File: src/rtl/osdt_ram.sv
// Generic memory with one write port and one registered read port.
`timescale 1ns / 1ps
`default_nettype none

module osdt_ram #(
    parameter int WIDTH = 8,
    parameter int DEPTH = 16
) (
    input  wire logic                     clk,
    input  wire logic                     wr_en,
    input  wire logic [$clog2(DEPTH)-1:0] wr_addr,
    input  wire logic [WIDTH-1:0]         wr_data,
    input  wire logic                     rd_en,
    input  wire logic [$clog2(DEPTH)-1:0] rd_addr,
    output logic      [WIDTH-1:0]         rd_data
);

    logic [WIDTH-1:0] mem_reg [DEPTH];

    // Write port.
    always_ff @(posedge clk)
    begin
        if (wr_en)
        begin
            mem_reg[wr_addr] <= wr_data;
        end
    end

    // Registered read port.
    always_ff @(posedge clk)
    begin
        if (rd_en)
        begin
            rd_data <= mem_reg[rd_addr];
        end
    end

endmodule

`default_nettype wire

File: config.mk
export PLATFORM = sky130hd
export DESIGN_NAME = osdt_ram
export DESIGN_NICKNAME = d
export VERILOG_FILES = /design/src/rtl/osdt_ram.sv
export SDC_FILE = /design/constraint.sdc
export NUM_CORES = 1
export LEC_CHECK = 0
export BUFFER_PORTS_ARGS = -buffer_cell sky130_fd_sc_hd__buf_2
export CORE_MARGIN = 4
export CORE_UTILIZATION = 45
export CTS_BUF_LIST = sky130_fd_sc_hd__clkbuf_8
export DETAILED_ROUTE_END_ITERATION = 10
export PLACE_DENSITY_LB_ADDON = 0.05
export REMOVE_ABC_BUFFERS = 1
export SETUP_SLACK_MARGIN = 0.2
export SLEW_MARGIN = 40
export SYNTH_ARGS = -nofsm -noshare
export SYNTH_HDL_FRONTEND = slang
export SYNTH_SLANG_ARGS = --single-unit
File: constraint.sdc
create_clock -name clk -period 2.5 [get_ports clk]
set_clock_uncertainty 0.15 [all_clocks]
set_input_delay 0 -clock clk [delete_from_list [all_inputs] [get_ports clk]]
set_output_delay 0 -clock clk [all_outputs]
set_load 0.1 [all_outputs]
==> impl_results.md <==
- Final setup violation count: 0
- All-layer global routing usage: between 10% and 20%
- Inserted Diodes: 0
- Die Ht: roughly 120 µm
- WS Path Type: reg2reg
- Storage cell area: about 4100 µm²
- Startpoint Class: flip-flop
- Post-synthesis async set-or-reset flop share: 0%
- Layout cells sized above 1: roughly 29%
- Resized cells post-CTS: 0
- DP HPWL: between 6000 and 7000 µm
- I/O pin count: 27
- Crit path launch: mem_reg[9][1]
- Placed insts: ~400
- Area grow syn2layout: 17.04%
- Max IR drop VDD: about 0.35 mV
- Pre-CTS setup slack: 657.8 ps
- Max-slew headroom: roughly half
- CTS Buf Count: 17
- Crit path DAT: around 1700 ps
- Distinct cells, synth: 18
- Register bit total from synthesis: approximately 140
- Commonest non-fill, non-tap cell in the layout: edfxtp_1
- Wire length per cell: approximately 23 µm
- Num rows: 39
- Port Buffers: 26
- Max reg flops: 128
- Yosys top cell area share: about four fifths
- Critical Path RT: between 2000 and 3000 ps
- Dominant cell type by area after synthesis: edfxtp_1
- Routability cong.: 0.6912
- Number of iterations in the first detailed-routing pass: 4
- CTS tree: done
- Final Non-Filler Cells: 447
- PwrDens: between 700 and 800 nW/µm²
- Worst hold path class: in2reg
- Multi-input gate area: between 1000 and 1500 µm²
- Vias: around 2400
- Final Instance Area: slightly above 6000 µm²
- P_leak: 2.070 nW
- Skew-Pair Late Insertion Delay: about 420 ps
- H-tree Lvls: 4
- Yosys warnings: 0
- Hold Startpoint: wr_addr[2]
- Minimum clock period: 1656 ps
- FF-to-FF Start: mem_reg[9][1]
- GRT overflow: 0
- Worst Hold Depth: 3
- Max Slew Vio Count: 0
- Most common flop cell mapped by yosys: edfxtp_1
- Clock Pin Slew Worst Setup and Hold Paths: 70 ps
- Core area: 11420 µm²
- Hold EP: mem_reg[3][2]
- Final worst path period share: between 60% and 70%
- Slowest-stage cell, CP: mux4_1
- Post-synth EDFFs: 136
- Vias per cell: 5.463
- Sequential-to-total area share from yosys stat: between 70% and 80%
- Fillers: ~930
- Critical Path Max Stage Delay: 500 ps
- # hold bufs at CTS: 12
- Clock net sink count: 136
- Number of antenna violations at the first check in global routing: 0
- Slew @ Worst Pin: roughly 770 ps
- Worst reg-to-reg setup slack: between 800 and 900 ps
- Crit-path cells: mux4_1 -> a22oi_1 -> nand2_1
- Starting density of the core: a little under half
- Final core occ: 53.58%
- Unrepaired setup endpoints after global routing: false
- Placed Area: roughly 5600 µm²
- Max Clk Rate: around 0.60 GHz
- Setup bufs post-CTS: 0
- Status: complete, no violations
- Vias in the first global route: roughly 2500
- Final worst setup slack: roughly 840 ps
- Synth area leaders: edfxtp_1 78%, mux4_2 7.8%, mux4_1 7.0%
- Reg-to-reg endpoint: rd_data[1]
- Synth Instances: roughly 230
- CP endpoint kind: flip-flop
- Setup TNS: 0 ps
- Die area: roughly 13000 µm²
- Mean Syn Cell Area: between 20 and 25 µm²
- Critical path fanouts, max: 1
- Max Cap Viol: 0
- Clock Tree Buf Depth: 2
- DRT iter0 DRCs: roughly 150
- Nets: around 310
- Post-route ant nets: 0
- Reg2reg path depth: 3
- Cell Area, Synth: 5228 µm²
- Largest net degree at the start of global routing: 33
- Most frequent cells in the layout: 136 x edfxtp_1, 26 x buf_2, 18 x mux4_2, 17 x clkbuf_8, 16 x a22oi_1
- First-pass GRT wire length: approximately 16000 µm
- Die W: approximately 120 µm
- Final Hold Viols: 0
- Post-Route WL: about 10000 µm
- DRC Markers: 0
- Clock Root Buffer: clkbuf_8
## worst max path at each step
stage | end | depth (start not counted) | slack [ps]
floorplan | mem_reg[0][0] | 2 | 860
global placement | mem_reg[2][3] | 3 | 640
detailed placement | mem_reg[3][3] | 3 | 660
CTS | rd_data[5] | 3 | 810
global route | rd_data[5] | 3 | 770
finish | rd_data[1] | 3 | 840
## synth_stat cells (2+ instances only)
cell type and instances:
a22oi_1 16, buf_2 3, buf_6 3, clkdlybuf4s25_2 3, edfxtp_1 136, mux4_1 14, mux4_2 18, nand2_1 9
nand2b_1 2, nand3b_1 2, nor2_1 13, nor3_1 4
## where the power goes
part           switching (mW)  leakage, nW  internal (mW)
combinational           0.220        0.620          0.110
clock                   0.768        0.214           1.06
sequential             0.0119         1.24           2.57
total                   0.999         2.07           3.73
## layout make-up
class | count | area share (%)
flip-flops and latches | 136 | 66.75
clock inverters | 14 | 2.720
clock buffers | 17 | 3.824
multi-input cells | 83 | 17.32
repair buffers | 54 | 6.462
well taps | 143 | 2.924
## worst max-delay path: cells and delay by family, from the launching register on
family / cells / cell delay, ps
AND/OR/NAND/NOR: 1 / 90
multiplexers: 1 / 500
AO/OA/AOI/OAI: 1 / 290
flip-flops: 1 / 370
## routing by layer
metal  share of wire, %  global-route usage [%]  vias to the layer above  wire (µm)
met5                  0                       0                        -          0
met4                1.2                   4.872                        0        122
met3                5.1                   5.222                       13        534
met2                 47                   25.05                       60       4857
met1                 47                   24.51                     1264       4879
li1                   -                       -                     1105          -
## metrics by stage
step,hold slack [ps],total power [mW]
final,32.66,4.732
after global routing,24.30,4.913
after CTS,79.55,4.782
after detailed placement,241.8,2.952
after global placement,244.1,2.948
after floorplan,-51.13,2.810
## kinds of logic (layout without fill, tap and decap cells)
| group | count (synthesis) | count (layout) | synth area share, % |
|---|---|---|---|
| AO/OA/AOI/OAI | 16 | 16 | 2.298 |
| buffers and inverters | 10 | 85 | 1.651 |
| flip-flops | 136 | 136 | 78.12 |
| multiplexers | 32 | 32 | 14.79 |
| AND/OR/NAND/NOR | 35 | 35 | 3.136 |
Power figures use the tool's default switching activity.
