## src/rtl/osdt_pkg.sv

```systemverilog
// Package with the shared types and operation codes of the decision tree evaluator.
`timescale 1ns / 1ps
`default_nettype none

package osdt_pkg;

    // Field widths of one transaction.
    localparam int OP_W      = 3;
    localparam int BYTE_W    = 8;
    localparam int NODE_IN_W = 7;
    localparam int SLOT_IN_W = 3;

    // Slot operation codes; codes 6 and 7 leave the value unchanged.
    localparam logic [OP_W-1:0] OP_ADD    = 3'd0;
    localparam logic [OP_W-1:0] OP_ANDN   = 3'd1;
    localparam logic [OP_W-1:0] OP_XOR    = 3'd2;
    localparam logic [OP_W-1:0] OP_LSL    = 3'd3;
    localparam logic [OP_W-1:0] OP_LSR    = 3'd4;
    localparam logic [OP_W-1:0] OP_ASSIGN = 3'd5;

    // Command actions.
    localparam logic ACT_WRITE = 1'b0;
    localparam logic ACT_EVAL  = 1'b1;

    // One stored slot: an operation code and its operand.
    typedef struct packed {
        logic [OP_W-1:0]   op;
        logic [BYTE_W-1:0] operand;
    } slot_t;

    // Command transaction.
    typedef struct packed {
        logic                 action;
        logic [NODE_IN_W-1:0] node_index;
        logic [SLOT_IN_W-1:0] slot_index;
        logic [OP_W-1:0]      op_code;
        logic [BYTE_W-1:0]    operand_value;
        logic [BYTE_W-1:0]    symbol_byte;
    } cmd_item_t;

    // Result transaction.
    typedef struct packed {
        logic [BYTE_W-1:0] class_byte;
        logic              walk_error;
    } res_item_t;

endpackage

`default_nettype wire

```

## src/rtl/osdt_slot_alu.sv

```systemverilog
// Shared slot unit: applies one slot operation to the running byte.
`timescale 1ns / 1ps
`default_nettype none

module osdt_slot_alu (
    input  wire logic [7:0]     value,
    input  wire osdt_pkg::slot_t slot,
    output logic      [7:0]     result
);
    import osdt_pkg::*;

    logic shift_out;

    // A shift by eight or more clears the byte.
    assign shift_out = (slot.operand[BYTE_W-1:3] != '0);

    always_comb
    begin
        case (slot.op)
            OP_ADD:    result = value + slot.operand;
            OP_ANDN:   result = value & ~slot.operand;
            OP_XOR:    result = value ^ slot.operand;
            OP_LSL:    result = shift_out ? '0 : (value << slot.operand[2:0]);
            OP_LSR:    result = shift_out ? '0 : (value >> slot.operand[2:0]);
            OP_ASSIGN: result = slot.operand;
            default:   result = value;
        endcase
    end

endmodule

`default_nettype wire
```

## config.mk

```make
export PLATFORM = sky130hd
export DESIGN_NAME = osdt_slot_alu
export DESIGN_NICKNAME = d
export VERILOG_FILES = /design/src/rtl/osdt_pkg.sv /design/src/rtl/osdt_slot_alu.sv
export SDC_FILE = /design/constraint.sdc
export NUM_CORES = 1
export LEC_CHECK = 0
export BUFFER_PORTS_ARGS = -buffer_cell sky130_fd_sc_hd__buf_4
export CORE_ASPECT_RATIO = 1.25
export CORE_MARGIN = 2
export CORE_UTILIZATION = 50
export DETAILED_ROUTE_END_ITERATION = 7
export GPL_TIMING_DRIVEN = 0
export PLACE_DENSITY = 0.78
export SETUP_SLACK_MARGIN = 0.15
export SYNTH_ARGS = -nofsm -noshare
export SYNTH_HDL_FRONTEND = slang
export SYNTH_SLANG_ARGS = --single-unit
```

## constraint.sdc

```tcl
create_clock -name vclk -period 3.8
set_input_delay 0.19 -clock vclk [all_inputs]
set_output_delay 0.19 -clock vclk [all_outputs]
set_load 0.02 [all_outputs]
```

==> results.yml <==
logic_synthesis:
  yosys-top-cells-area: "mux4_2, ha_1, a21oi_1"
  synth_nets: 213
  synth_top_area_cell: "mux4_2"
  netlist_area_um2: 1360
  syn-instance-count: 178
  yosys_warnings: 0
  yosysSeqAreaShare_pct: 0
  synth.top_cell.area_share_pct: 14.9
  syn_area_per_cell_um2: 7.66
  yosysUniqueCellTypes: 49
layout:
  nets: 242
  fin_cells: 239
  drive_above_1_share_pct: 24.4
  num-clock-buffers: 0
  seq_cell_count: 0
  final_cell_mix: "buf_4, nand2_1, a21oi_1, ha_1"
  layout_commonest_cell: "buf_4"
  seq_area_um2: 0
  area_growth_pct: 18.0
  diodes: 0
grt:
  grt_pass1_vias: 1427
  track_usage_pct: 25.9
  grt_overflow: 0
  grt_max_degree: 12
  grt_pass1_wl_um: 6680
  antenna_found_initial: 0
sta:
  fin_crit_sh_pct: 63.0
  relSlewSlack_pct: 54.8
  finalSetupViolations: 0
  fin_crit_ns: 2.39
  rsz0062_at_grt: "false"
  clock.fmax_ghz: 0.418
  worst_pin_slew_ns: 0.672
  final.setup.tns_ns: 0
  drv_slew: 0
  hold_slack_ns: 0.815
  final_hold_viol_count: 0
power_and_ir_drop:
  ir_drop_mv: 0.0678
  p_sw_share_pct: 54.2
  comb_power_share_pct: 100.0
  seqPwrFrac_pct: 0
  clkPwrFrac_pct: 0
  intPower_uw: 92.2
  p_leak_uw: 0.000670
  p_switching_uw: 109
  power_density_nw_per_um2: 125
  total_power_uw: 201
place:
  place_congestion: 1.01
  port_buffers: 27
  placed_cells: 239
  dp_hpwl_um: 3110
detailed_routing:
  routed-via-count: 1576
  drc: 0
  ant_nets: 0
  wl_um: 3990
  avgViaCountPerCell: 6.59
  drtIter0Drc: 99
  wl_per_cell_um: 16.7
  firstDrtPassIters: 4
worst_hold_path:
  min_path_cells: 4
  hold_start: "value[7]"
  hold_class: "input port to output pin"
  whs_endpoint: "result[7]"
die:
  die_area_um2: 3160
  ios: 27
  fp.dieW_um: 50.7
  fp.coreArea_um2: 2630
  initial_utilization_pct: 51.9
  die_h_um: 62.4
  fp-row-count: 21
setup_path:
  worst_setup_path_end_kind: "output pin"
  start_kind: "input port"
  arrival_ns: 2.20
  crit_required_ns: 3.61
  cp_max_fo: 8
  critical_path_class: "input port to output pin"
cts:
  ctsHoldBuffers: 0
  post_cts_buffers: 0
  ctsResizeCount: 0
run:
  maxCapViolations: 0
outcome:
  status: "completed"
[worst max-delay path, cell delays in order]
cell	delay [ns]
buf_4	0.15
inv_1	0.20
ha_1	0.29
nand2b_1	0.16
a2111o_1	0.46
a211oi_1	0.30
o311ai_0	0.17
nand3_1	0.14
buf_4	0.14
[worst max path at each step]
stage	endpoint	slack, ns	cells after the start	start
floorplan	result[7]	1.82	7	slot[1]
global placement	result[7]	1.39	9	slot[1]
detailed placement	result[7]	1.39	9	slot[1]
CTS	result[7]	1.40	9	slot[1]
global route	result[7]	1.21	9	slot[1]
finish	result[7]	1.41	9	slot[1]
[synthesized netlist by cell type, types with 3 or more instances]
library cell	instances
a21oi_1	15
ha_1	15
nand2_1	15
inv_1	12
nor2_1	12
mux4_2	9
o21ai_1	7
o21ai_0	6
a211oi_1	5
buf_2	5
mux2i_1	5
nor3_1	5
o22ai_1	5
a221oi_1	4
nand3_1	4
and3b_1	3
buf_6	3
mux2_1	3
nand2b_1	3
nor2b_1	3
o32a_1	3
or3_1	3
[logic make-up (layout without fill, tap and decap cells)]
logic type / after synthesis / count (layout) / share of synthesized area [%]
adder cells (fa/ha/maj): 16 / 16 / 15.2
multiplexers: 17 / 17 / 21.0
AO/OA/AOI/OAI: 62 / 62 / 30.4
AND/OR/NAND/NOR: 60 / 60 / 24.7
buffers and inverters: 23 / 50 / 8.71
[power groups by stage]
stage                     registers (µW)  logic (µW)  clock network [µW]
after floorplan                        0         130                   0
after global routing                   0         221                   0
after detailed placement               0         199                   0
final                                  0         201                   0
after global placement                 0         195                   0
after CTS                              0         201                   0
[area by class of cell]
| type | count | area, µm² |
|---|---|---|
| Buffer | 10 | 70.1 |
| Fill cell | 264 | 1020 |
| Inverter | 13 | 48.8 |
| Multi-Input combinational cell | 155 | 1240 |
| Tap cell | 34 | 42.5 |
| Timing Repair Buffer | 27 | 203 |
[per-layer routing]
| layer | vias up | track usage [%] | part of all wire (%) | routed length (µm) |
|---|---|---|---|---|
| li1 | 756 | - | - | - |
| met1 | 757 | 34.2 | 40 | 1590 |
| met2 | 63 | 47.9 | 53 | 2130 |
| met3 | 0 | 1.91 | 7.0 | 278 |
| met4 | 0 | 1.01 | 0 | 0 |
| met5 | - | 0 | 0 | 0 |
[metrics by stage]
| step | utilization, % | worst slack [ns] | area, µm² |
|---|---|---|---|
| floorplan | - | 1.82 | 1360 |
| global placement | 61.2 | 1.39 | 1610 |
| global route | 61.2 | 1.21 | 1610 |
| detailed placement | 61.2 | 1.39 | 1610 |
| CTS | 61.2 | 1.40 | 1610 |
| finish | 61.2 | 1.41 | 1610 |
Note: power is estimated with default switching activity, not from simulation.
